==> src/design/ttl_expiry_table_unit_macros.svh <==
// Assertion helpers for the expiry table
`ifndef TTL_EXPIRY_TABLE_UNIT_MACROS_SVH
`define TTL_EXPIRY_TABLE_UNIT_MACROS_SVH

// Check that a condition implies a consequence on the same edge.
`define TTE_ASSERT_IMP(lbl, clk, rst_n, cond, cons, msg) \
    lbl: assert property (@(posedge clk) disable iff (!rst_n) (cond) |-> (cons)) \
        else $error(msg);

// Check that a condition implies a consequence on the next edge.
`define TTE_ASSERT_NEXT(lbl, clk, rst_n, cond, cons, msg) \
    lbl: assert property (@(posedge clk) disable iff (!rst_n) (cond) |=> (cons)) \
        else $error(msg);

`endif

==> src/design/tte_pkg.sv <==
`timescale 1ns / 1ps
package tte_pkg;
    localparam int SLOTS     = 64;
    localparam int MAX_EXP   = 16;
    localparam int SLOT_W    = $clog2(SLOTS);
    localparam int CNT_W     = $clog2(MAX_EXP + 1);
    localparam logic [47:0] TIME_MAX = 48'hFFFF_FFFF_FFFF;

    localparam logic OP_SCHEDULE = 1'b0;
    localparam logic OP_CHECK    = 1'b1;

    localparam logic [2:0] ST_SCHEDULED = 3'd0;
    localparam logic [2:0] ST_IGNORED   = 3'd1;
    localparam logic [2:0] ST_STALE     = 3'd2;
    localparam logic [2:0] ST_FULL      = 3'd3;
    localparam logic [2:0] ST_EXPIRED   = 3'd4;
    localparam logic [2:0] ST_NONE_DUE  = 3'd5;

    // One table entry as stored in memory
    typedef struct packed {
        logic [15:0] key;
        logic [47:0] deadline;
        logic [63:0] revision;
        logic [63:0] generation;
    } t_entry;

    // Memory port bundle from the controller
    typedef struct packed {
        logic              rd_en;
        logic [SLOT_W-1:0] rd_addr;
        logic              wr_en;
        logic [SLOT_W-1:0] wr_addr;
        t_entry            wr_data;
    } t_mem_req;
endpackage

==> src/design/tte_if.sv <==
`timescale 1ns / 1ps
interface tte_in_if;
    logic        valid;
    logic        ready;
    logic        opcode;
    logic [15:0] key_id;
    logic signed [31:0] ttl_ms;
    logic signed [63:0] revision;
    logic [63:0] generation;
    logic [47:0] now_ms;
    modport source (output valid, opcode, key_id, ttl_ms, revision, generation, now_ms,
                    input ready);
    modport sink   (input valid, opcode, key_id, ttl_ms, revision, generation, now_ms,
                    output ready);
endinterface

interface tte_out_if;
    logic        valid;
    logic        ready;
    logic [2:0]  status;
    logic [15:0] expired_key;
    logic signed [63:0] expired_revision;
    logic [63:0] expired_generation;
    logic        last;
    modport source (output valid, status, expired_key, expired_revision,
                    expired_generation, last, input ready);
    modport sink   (input valid, status, expired_key, expired_revision,
                    expired_generation, last, output ready);
endinterface

==> src/design/tte_ctrl.sv <==
`timescale 1ns / 1ps
module tte_ctrl
    import tte_pkg::*;
(
    input  logic     i_clk,
    input  logic     i_rst_n,
    tte_in_if.sink   in_if,
    tte_out_if.source out_if,
    output t_mem_req o_req,
    input  t_entry   i_rd_data
);
    typedef enum logic [5:0] {
        S_IDLE  = 6'b000001,
        S_SCAN  = 6'b000010,
        S_DEC   = 6'b000100,
        S_FETCH = 6'b001000,
        S_EMIT  = 6'b010000,
        S_OUT   = 6'b100000
    } t_state;

    t_state r_state;
    logic   r_op;
    logic [15:0] r_key;
    logic [31:0] r_ttl;
    logic [63:0] r_rev;
    logic [63:0] r_gen;
    logic [47:0] r_now;
    logic [SLOTS-1:0] r_valid;
    logic [SLOT_W:0]  r_idx;      // address issued
    logic             r_rd_vld;   // data for r_slot arrives this cycle
    logic [SLOT_W-1:0] r_slot;
    logic             r_found;
    logic [SLOT_W-1:0] r_found_slot;
    t_entry           r_found_ent;
    logic             r_best_ok;
    logic [SLOT_W-1:0] r_best;
    logic [47:0]      r_best_dl;
    logic [CNT_W-1:0] r_count;

    // output register
    logic        r_ovalid;
    logic [2:0]  r_status;
    logic [15:0] r_okey;
    logic [63:0] r_orev;
    logic [63:0] r_ogen;
    logic        r_olast;

    logic [48:0] sum;
    logic [47:0] deadline;
    logic        stale;
    logic        free_any;
    logic [SLOT_W-1:0] free_slot;
    logic        out_free;
    logic        last_word;   // held expired word is the final one of the check
    logic        emit;        // output register loads a new word this cycle

    assign out_free = !r_ovalid || out_if.ready;
    assign in_if.ready = (r_state == S_IDLE);
    assign out_if.valid = r_ovalid;
    assign out_if.status = r_status;
    assign out_if.expired_key = r_okey;
    assign out_if.expired_revision = r_orev;
    assign out_if.expired_generation = r_ogen;
    assign out_if.last = r_olast;

    assign last_word = (r_count == CNT_W'(MAX_EXP)) || !r_best_ok;
    assign emit = out_free &&
                  ((r_state == S_OUT) ||
                   (r_state == S_DEC && (r_op == OP_SCHEDULE ||
                                         (r_count == '0 && !r_best_ok))));

    // lowest free slot
    always_comb begin
        free_any = 1'b0;
        free_slot = '0;
        for (int i = SLOTS - 1; i >= 0; i--) begin
            if (!r_valid[i]) begin
                free_any = 1'b1;
                free_slot = SLOT_W'(i);
            end
        end
    end

    assign sum = {1'b0, r_now} + {17'd0, r_ttl};
    assign deadline = sum[48] ? TIME_MAX : sum[47:0];
    assign stale = ($signed(r_rev) < $signed(r_found_ent.revision)) ||
                   (r_rev == r_found_ent.revision && r_gen < r_found_ent.generation);

    // memory requests
    always_comb begin
        o_req = '0;
        o_req.rd_en = (r_state == S_SCAN) && !r_idx[SLOT_W];
        o_req.rd_addr = r_idx[SLOT_W-1:0];
        if (r_state == S_FETCH) begin
            o_req.rd_en = 1'b1;
            o_req.rd_addr = r_best;
        end
        if (r_state == S_DEC && r_op == OP_SCHEDULE && r_ttl != 32'd0 && !r_ttl[31]
            && out_free) begin
            if (r_found ? !stale : free_any) begin
                o_req.wr_en = 1'b1;
                o_req.wr_addr = r_found ? r_found_slot : free_slot;
                o_req.wr_data.key = r_key;
                o_req.wr_data.deadline = deadline;
                o_req.wr_data.revision = r_rev;
                o_req.wr_data.generation = r_gen;
            end
        end
    end

    always_ff @(posedge i_clk) begin
        if (!i_rst_n) begin
            r_state <= S_IDLE;
            r_valid <= '0;
            r_ovalid <= 1'b0;
            r_rd_vld <= 1'b0;
        end else begin
            if (emit) begin
                r_ovalid <= 1'b1;
            end else if (r_ovalid && out_if.ready) begin
                r_ovalid <= 1'b0;
            end
            r_rd_vld <= o_req.rd_en && (r_state == S_SCAN);
            r_slot <= r_idx[SLOT_W-1:0];
            case (r_state)
                S_IDLE: begin
                    if (in_if.valid) begin
                        r_op <= in_if.opcode;
                        r_key <= in_if.key_id;
                        r_ttl <= in_if.ttl_ms;
                        r_rev <= in_if.revision;
                        r_gen <= in_if.generation;
                        r_now <= in_if.now_ms;
                        r_count <= '0;
                        r_idx <= '0;
                        r_found <= 1'b0;
                        r_best_ok <= 1'b0;
                        r_state <= S_SCAN;
                    end
                end
                S_SCAN: begin
                    if (!r_idx[SLOT_W]) begin
                        r_idx <= r_idx + 1'b1;
                    end
                    // compare the word returned for the previous address
                    if (r_rd_vld && r_valid[r_slot]) begin
                        if (r_op == OP_SCHEDULE) begin
                            if (!r_found && i_rd_data.key == r_key) begin
                                r_found <= 1'b1;
                                r_found_slot <= r_slot;
                                r_found_ent <= i_rd_data;
                            end
                        end else if (i_rd_data.deadline <= r_now &&
                                     (!r_best_ok || i_rd_data.deadline < r_best_dl)) begin
                            r_best_ok <= 1'b1;
                            r_best <= r_slot;
                            r_best_dl <= i_rd_data.deadline;
                        end
                    end
                    if (r_idx[SLOT_W] && !r_rd_vld) begin
                        r_state <= S_DEC;
                    end
                end
                S_DEC: begin
                    if (r_op == OP_SCHEDULE) begin
                        if (out_free) begin
                            r_okey <= '0;
                            r_orev <= '0;
                            r_ogen <= '0;
                            r_olast <= 1'b1;
                            if (r_ttl == 32'd0 || r_ttl[31]) begin
                                r_status <= ST_IGNORED;
                            end else if (r_found) begin
                                r_status <= stale ? ST_STALE : ST_SCHEDULED;
                            end else if (free_any) begin
                                r_status <= ST_SCHEDULED;
                                r_valid[free_slot] <= 1'b1;
                            end else begin
                                r_status <= ST_FULL;
                            end
                            r_state <= S_IDLE;
                        end
                    end else if (r_count != '0) begin
                        // a held expired word goes out; this scan decides its last flag
                        r_state <= S_OUT;
                    end else if (r_best_ok) begin
                        r_state <= S_FETCH;
                    end else begin
                        if (out_free) begin
                            r_status <= ST_NONE_DUE;
                            r_okey <= '0;
                            r_orev <= '0;
                            r_ogen <= '0;
                            r_olast <= 1'b1;
                            r_state <= S_IDLE;
                        end
                    end
                end
                S_FETCH: begin
                    r_valid[r_best] <= 1'b0;
                    r_state <= S_EMIT;
                end
                S_EMIT: begin
                    r_found_ent <= i_rd_data;
                    r_count <= r_count + 1'b1;
                    if (r_count == CNT_W'(MAX_EXP - 1)) begin
                        r_state <= S_OUT;
                    end else begin
                        r_idx <= '0;
                        r_best_ok <= 1'b0;
                        r_state <= S_SCAN;
                    end
                end
                S_OUT: begin
                    // hold one expired word until the output stage is free
                    if (out_free) begin
                        r_status <= ST_EXPIRED;
                        r_okey <= r_found_ent.key;
                        r_orev <= r_found_ent.revision;
                        r_ogen <= r_found_ent.generation;
                        r_olast <= last_word;
                        r_state <= last_word ? S_IDLE : S_FETCH;
                    end
                end
                default: r_state <= S_IDLE;
            endcase
        end
    end
endmodule

==> src/flat_wrapper.sv <==
// flat-port wrapper written by rule: the top's interface ports become plain ports
module tte_ctrl_flat import tte_pkg::*;
  (i_clk, i_rst_n, o_req, i_rd_data, in_if_valid, in_if_opcode, in_if_key_id, in_if_ttl_ms, in_if_revision, in_if_generation, in_if_now_ms, in_if_ready, out_if_valid, out_if_status, out_if_expired_key, out_if_expired_revision, out_if_expired_generation, out_if_last, out_if_ready);
  tte_in_if in_if_i ();
  tte_out_if out_if_i ();
  input  logic i_clk;
  input  logic i_rst_n;
  output t_mem_req o_req;
  input  t_entry i_rd_data;
  input wire logic [$bits(in_if_i.valid)-1:0] in_if_valid;
  input wire logic [$bits(in_if_i.opcode)-1:0] in_if_opcode;
  input wire logic [$bits(in_if_i.key_id)-1:0] in_if_key_id;
  input wire logic [$bits(in_if_i.ttl_ms)-1:0] in_if_ttl_ms;
  input wire logic [$bits(in_if_i.revision)-1:0] in_if_revision;
  input wire logic [$bits(in_if_i.generation)-1:0] in_if_generation;
  input wire logic [$bits(in_if_i.now_ms)-1:0] in_if_now_ms;
  output wire logic [$bits(in_if_i.ready)-1:0] in_if_ready;
  output wire logic [$bits(out_if_i.valid)-1:0] out_if_valid;
  output wire logic [$bits(out_if_i.status)-1:0] out_if_status;
  output wire logic [$bits(out_if_i.expired_key)-1:0] out_if_expired_key;
  output wire logic [$bits(out_if_i.expired_revision)-1:0] out_if_expired_revision;
  output wire logic [$bits(out_if_i.expired_generation)-1:0] out_if_expired_generation;
  output wire logic [$bits(out_if_i.last)-1:0] out_if_last;
  input wire logic [$bits(out_if_i.ready)-1:0] out_if_ready;
  assign in_if_i.valid = in_if_valid;
  assign in_if_i.opcode = in_if_opcode;
  assign in_if_i.key_id = in_if_key_id;
  assign in_if_i.ttl_ms = in_if_ttl_ms;
  assign in_if_i.revision = in_if_revision;
  assign in_if_i.generation = in_if_generation;
  assign in_if_i.now_ms = in_if_now_ms;
  assign in_if_ready = in_if_i.ready;
  assign out_if_valid = out_if_i.valid;
  assign out_if_status = out_if_i.status;
  assign out_if_expired_key = out_if_i.expired_key;
  assign out_if_expired_revision = out_if_i.expired_revision;
  assign out_if_expired_generation = out_if_i.expired_generation;
  assign out_if_last = out_if_i.last;
  assign out_if_i.ready = out_if_ready;
  tte_ctrl u_core (.i_clk(i_clk), .i_rst_n(i_rst_n), .in_if(in_if_i), .out_if(out_if_i), .o_req(o_req), .i_rd_data(i_rd_data));
endmodule
==> config.mk <==
export PLATFORM = sky130hd
export DESIGN_NAME = tte_ctrl_flat
export DESIGN_NICKNAME = d
export VERILOG_FILES = /design/src/design/ttl_expiry_table_unit_macros.svh /design/src/design/tte_pkg.sv /design/src/design/tte_if.sv /design/src/design/tte_ctrl.sv /design/src/flat_wrapper.sv
export SDC_FILE = /design/constraint.sdc
export NUM_CORES = 1
export LEC_CHECK = 0
export ABC_CLOCK_PERIOD_IN_PS = 18000
export BUFFER_PORTS_ARGS = -buffer_cell sky130_fd_sc_hd__buf_2
export CELL_PAD_IN_SITES_DETAIL_PLACEMENT = 0
export CELL_PAD_IN_SITES_GLOBAL_PLACEMENT = 1
export CORE_MARGIN = 1
export CORE_UTILIZATION = 35
export CTS_CLUSTER_DIAMETER = 30
export DETAILED_ROUTE_END_ITERATION = 6
export PLACE_DENSITY = 0.71
export SYNTH_ARGS = -nofsm -noshare
export SYNTH_HDL_FRONTEND = slang
export SYNTH_SLANG_ARGS = --single-unit
export TNS_END_PERCENT = 20
==> constraint.sdc <==
create_clock -name i_clk -period 18 [get_ports i_clk]
set_input_delay 0.9 -clock i_clk [delete_from_list [all_inputs] [get_ports i_clk]]
set_output_delay 0.9 -clock i_clk [all_outputs]
set_load 0.05 [all_outputs]
Word-level counts from Yosys, hierarchy flattened

Cells that the tools add are included.

Input port bits: 421
Register bits after elaboration: 669
Word-level logic and storage cells: 338
Output and inout port bits: 356

Add/subtract/negate cells: 3
Mux-type cells: 213
Order comparisons: 9
Reductions and logical operators: 55
Bitwise gates (word level): 4
Eq/ne operators: 27

Operators with widths:

| cell                                      | number |
|---|---|
| 64-bit 2-to-1 mux                         | 15 |
| 192-bit 2-to-1 mux                        | 3 |
| 6-bit 2-to-1 mux                          | 73 |
| 199-bit 2-to-1 mux                        | 2 |
| 192-bit one-hot mux with 2 select lines   | 1 |
| 64-bit one-hot mux with 2 select lines    | 3 |
| 64-bit < comparator                       | 2 |
| 1-bit 2-to-1 mux                          | 83 |
| 16-bit 2-to-1 mux                         | 5 |
| 64-bit bitwise AND                        | 1 |
| 64-bit equality test                      | 1 |
| 64-bit NOT                                | 1 |
| 64-bit bitwise OR                         | 1 |
| 48-bit by 32-bit adder with 49-bit output | 1 |
| 48-bit <= comparator                      | 1 |
| 48-bit < comparator                       | 1 |
| 48-bit 2-to-1 mux                         | 1 |
| 6-bit one-hot mux with 6 select lines     | 1 |
| 32-bit zero test                          | 1 |
| 16-bit one-hot mux with 2 select lines    | 1 |
| 32-bit nonzero test                       | 1 |
| 7-bit 2-to-1 mux                          | 4 |
| 5-bit AND reduction                       | 5 |
| 3-bit 2-to-1 mux                          | 8 |
| 38 further kinds                          | 95 |

Logic depth before layout (Yosys ltp)

Depth in word-level cells: 75
Gate-level depth with buffers: 15

Worst setup path after synthesis

Ideal clock, no wire load.

Kind: register -> register
Start point: reg u_core.r_state[2]
End point: reg u_core.r_gen[0], enable pin
Setup slack: 10.001 ns
Cell stages (with the launch flop): 6
Library setup time: 0.615 ns
Data required time: 17.385 ns
Arrival: 7.384 ns
Path through: dfxtp_1 > clkbuf_1 > nor2_1 > nand2_1 > nor3b_1 > and3_1

Longest elaborated chain between the ends: 2

Ends and longest elaborated chain:

| item                                           | line               | source |
|---|---|---|
| from (decl)                                    | tte_ctrl.sv:21     | `t_state r_state;` |
| from (signal assigned)                         | tte_ctrl.sv:222    | `r_state <= last_word ? S_IDLE : S_FETCH;` |
| 6-bit by 1-bit equality test with 1-bit output | --                 |  |
| named net in_if_ready                          | flat_wrapper.sv:17 | `output wire logic [$bits(in_if_i.ready)-1:0] in_if_ready;` |
| 3-bit AND reduction (no line)                  | --                 |  |
| to (signal assigned)                           | tte_ctrl.sv:132    | `r_gen <= in_if.generation;` |
| to (decl)                                      | tte_ctrl.sv:26     | `logic [63:0] r_gen;` |

The timed path passes the listed nets, and every way through them passes these cells.
A chain may end at the register's enable or synchronous reset.

==> impl_metrics.csv <==
group,metric,value,unit
status,outcome,"finished clean",
routing,wire_per_inst,22.7,um
floorplanning,coreArea,93500,um^2
timing,fmax,147,MHz
critical_path,path_max_fanout,136,
synth,synth-xor-area-share,0.0138,
clocking,cts_setup_buffers,0,
clocking,clockBufferDepth,3,
placement,portBuffers,776,
timing,rsz0062_at_grt,"no",
critical_path,crit_arrival,5890,ps
worst_hold_path,hold_path.class,"input port to flop",
timing,fin_crit,6790,ps
synth,synthAdderAreaFrac,0.0982,
critical_path,setup.worst_path.start,"u_core.r_rev[12]$_DFFE_PP_",
layout,multi_input_area,12300,um^2
synth,async_flop_share,0,
pwr,p_leak,17.9,nW
global_route,grt_usage,0.235,
timing,worst_slew_pin_slew,1300,ps
global_route,grt-ovfl-total,0,
pwr,irDropWorstVdd,95.7,uV
timing,slew_violations,0,
global_route,grt_max_degree,137,
critical_path,timing.rr.start,"u_core.r_slot[1]$_DFFE_PP_",
placement,post_dp_cell_area,38300,um^2
clocking,clockRootBuffer,"clkbuf_16",
job,cap_violations,0,
clocking,path_clk_slew,50,ps
synth,synth_top_family_by_area,"simple AND/OR/NAND/NOR gates",
synth,ys_ff_latch,669,
layout,area_growth,32.5,%
routing,drtIter0Drc,1978,
clocking,htreeDepth,4,
layout,layout.area.seq,19400,um^2
synth,avgSynthCellArea,11.8,um^2
synth,synthDistinctLibCells,74,
critical_path,critPathBufInv,3,
synth,yosysTopAreaCellShare,0.542,
critical_path,r2r_setup_slack,13180,ps
timing,setup_tns,0,ps
global_route,first_global_vias,25100,
critical_path,cpPeakStageDelay,700,ps
synth,ys_seq_area_frac,0.586,
routing,routed_via_density,5.09,
synth,synth_compound_gate_area_share,0.113,
timing,slew_headroom,0.132,
clocking,cts_sinks,669,
clocking,cts_tree,"yes",
routing,drt_wl_total,115000,um
routing,via_count,25800,
placement,dp.final_hpwl,87900,um
critical_path,critPathTopFamily,"compound AO/OA/AOI/OAI gates",
layout,fillCellCount,8598,
clocking,clock_latency,750,ps
clocking,cts_buffers,163,
synth,synthMuxAreaShare,0.0139,
synth,synthFlopType,"edfxtp_1",
critical_path,rr_worst_depth,9,
critical_path,critical_path.endpoint,"o_req[60]",
synth,ys.warnings.count,0,
critical_path,required,17100,ps
synth,ys_top_cells_by_count,"597 x edfxtp_1, 259 x inv_1, 258 x ha_1",
timing,final-setup-viol-count,0,
routing,drcViolationCount,0,
critical_path,startpoint_type,"flop",
pwr,p_total,5.29,mW
synth,synth_edf_count,597,
floorplanning,io_pins,777,
critical_path,slowest_stage,"buf_4",
routing,postRouteAntennaNets,0,
clocking,cts_hold_buf,0,
placement,place_congestion,0.910,
layout,post-route-util,0.469,
global_route,grt_pass1_wl,164000,um
synth,yosys.area_share.simple,0.133,
clocking,postCtsResizedCells,0,
critical_path,cp.depth,12,
pwr,p_per_area,121,nW/um^2
synth,syn_area,33100,um^2
timing,hold_violations,0,
layout,final_cell_area,43800,um^2
floorplanning,start_util,0.354,
timing,fin_skew,38.8,ps
synth,synth_fp_nets,3472,
routing,dr.pass1.iters,5,
critical_path,crit_type,"flop to output port",
layout,drive_above_1_share,0.285,
synth,synth.area.top_cells,"edfxtp_1 54%, ha_1 9.8%, dfxtp_1 4.4%",
critical_path,path_cells,"ha_1 -> a2111oi_0 -> a21oi_1 -> a2111o_1 -> a2111oi_0 -> a21oi_1 -> o31ai_2 -> nand2b_2 -> inv_4 -> buf_4 -> and2_1 -> buf_2",
timing,finalCritPeriodShare,0.377,
floorplanning,die_w,309,um
synth,synth.most_common_cell,"edfxtp_1",
floorplanning,die_area,95700,um^2
critical_path,r2r-end,"u_core.r_found_ent[68]$_DFFE_PP_",
synth,postSynthCellCount,2792,
floorplanning,rows,112,
synth,synth_top_area_cell,"edfxtp_1",
floorplanning,die_h,309,um
critical_path,endpoint_kind,"output port",
layout,nNetsFinal,4350,
global_route,antenna_found_initial,27,
timing,holdWs,326,ps
cell families (layout without fill, tap and decap cells):
kind of cell / after synthesis / after routing
compound gates: 576 / 576
xor+xnor: 52 / 52
fa+ha+maj: 259 / 259
buf+inv: 347 / 1358
flops: 669 / 669
mux: 23 / 23
other cells: 0 / 6
simple gates: 866 / 866
sequential cells by signal, summed over array words and instances, names as in the netlist, 3 cells and up:
signal,flops
u_core.r_count,5
u_core.r_state,6
u_core.r_best,6
u_core.out_if.expired_revision,64
u_core.r_rev,64
u_core.r_best_dl,48
u_core.r_now,48
u_core.r_valid,64
u_core.r_ttl,32
u_core.r_slot,6
u_core.r_key,16
u_core.r_gen,64
u_core.r_found_slot,6
u_core.r_found_ent,144
u_core.out_if.expired_key,16
u_core.r_idx,7
u_core.out_if.expired_generation,64
u_core.out_if.status,3
placed cells by master, fill, tap and decap left out, drive strengths merged, types with 20 or more instances in the layout:
master and instances:
a31oi 24, clkbuf 209, dfxtp 72, o211ai 73, edfxtp 597, nand2 156, and2 169, o31ai 35
o21ai 134, clkinv 63, inv 265, a21oi 137, xnor2 20, nand4 69, a21o 42, buf 800
o21a 24, nor2 237, xor2 32, nand3 54, nand2b 22, ha 258, nor4 29, a211oi 21
nor3 37
metrics by stage:
step                std cells  worst slack, ps
floorplan                2792            10000
global placement         4759            12210
detailed placement       4759            11970
CTS                      5057            11140
global route             5061            10780
finish                   5063            11210
how the worst min path moves through the flow:
stage                                      startpoint                                          to  slack (ps)  cells after the start
floorplan                  u_core.r_slot[0]$_DFFE_PP_                  u_core.r_best[0]$_DFFE_PP_         440                      0
global placement           u_core.r_slot[4]$_DFFE_PP_            u_core.r_found_slot[4]$_DFFE_PP_         500                      0
detailed placement  u_core.r_found_ent[185]$_DFFE_PP_  u_core.out_if.expired_key[9]$_SDFFCE_PN0P_         500                      1
CTS                                      i_rd_data[7]             u_core.r_found_ent[7]$_DFFE_PP_         270                      1
global route                           i_rd_data[112]           u_core.r_found_ent[112]$_DFFE_PP_         290                      1
finish                                  i_rd_data[45]            u_core.r_found_ent[45]$_DFFE_PP_         330                      1
layer usage:
layer / track usage / routed length (um) / part of all wire / up-vias
met5: 0 / 125 / 0.0011 / -
met4: 0.0737 / 2880 / 0.025 / 20
met3: 0.0662 / 8690 / 0.075 / 215
met2: 0.392 / 55600 / 0.48 / 1004
met1: 0.294 / 47700 / 0.41 / 12400
li1: - / - / - / 12100
power breakdown:
part | leakage, nW | total [mW] | internal (mW) | switching [mW]
sequential | 5.72 | 1.89 | 1.80 | 0.0911
clock | 2.68 | 2.90 | 1.98 | 0.917
combinational | 9.53 | 0.494 | 0.195 | 0.298
total | 17.9 | 5.29 | 3.98 | 1.31
layout make-up:
type | instances | area share
inverters | 260 | 0.0223
clock buffers | 209 | 0.101
clock inverters | 89 | 0.0241
well taps | 1254 | 0.0358
flip-flops and latches | 669 | 0.442
multi-input cells | 1776 | 0.281
diodes | 6 | 0.000343
repair buffers | 800 | 0.0927
No activity file was read; power rests on OpenSTA's default activity.
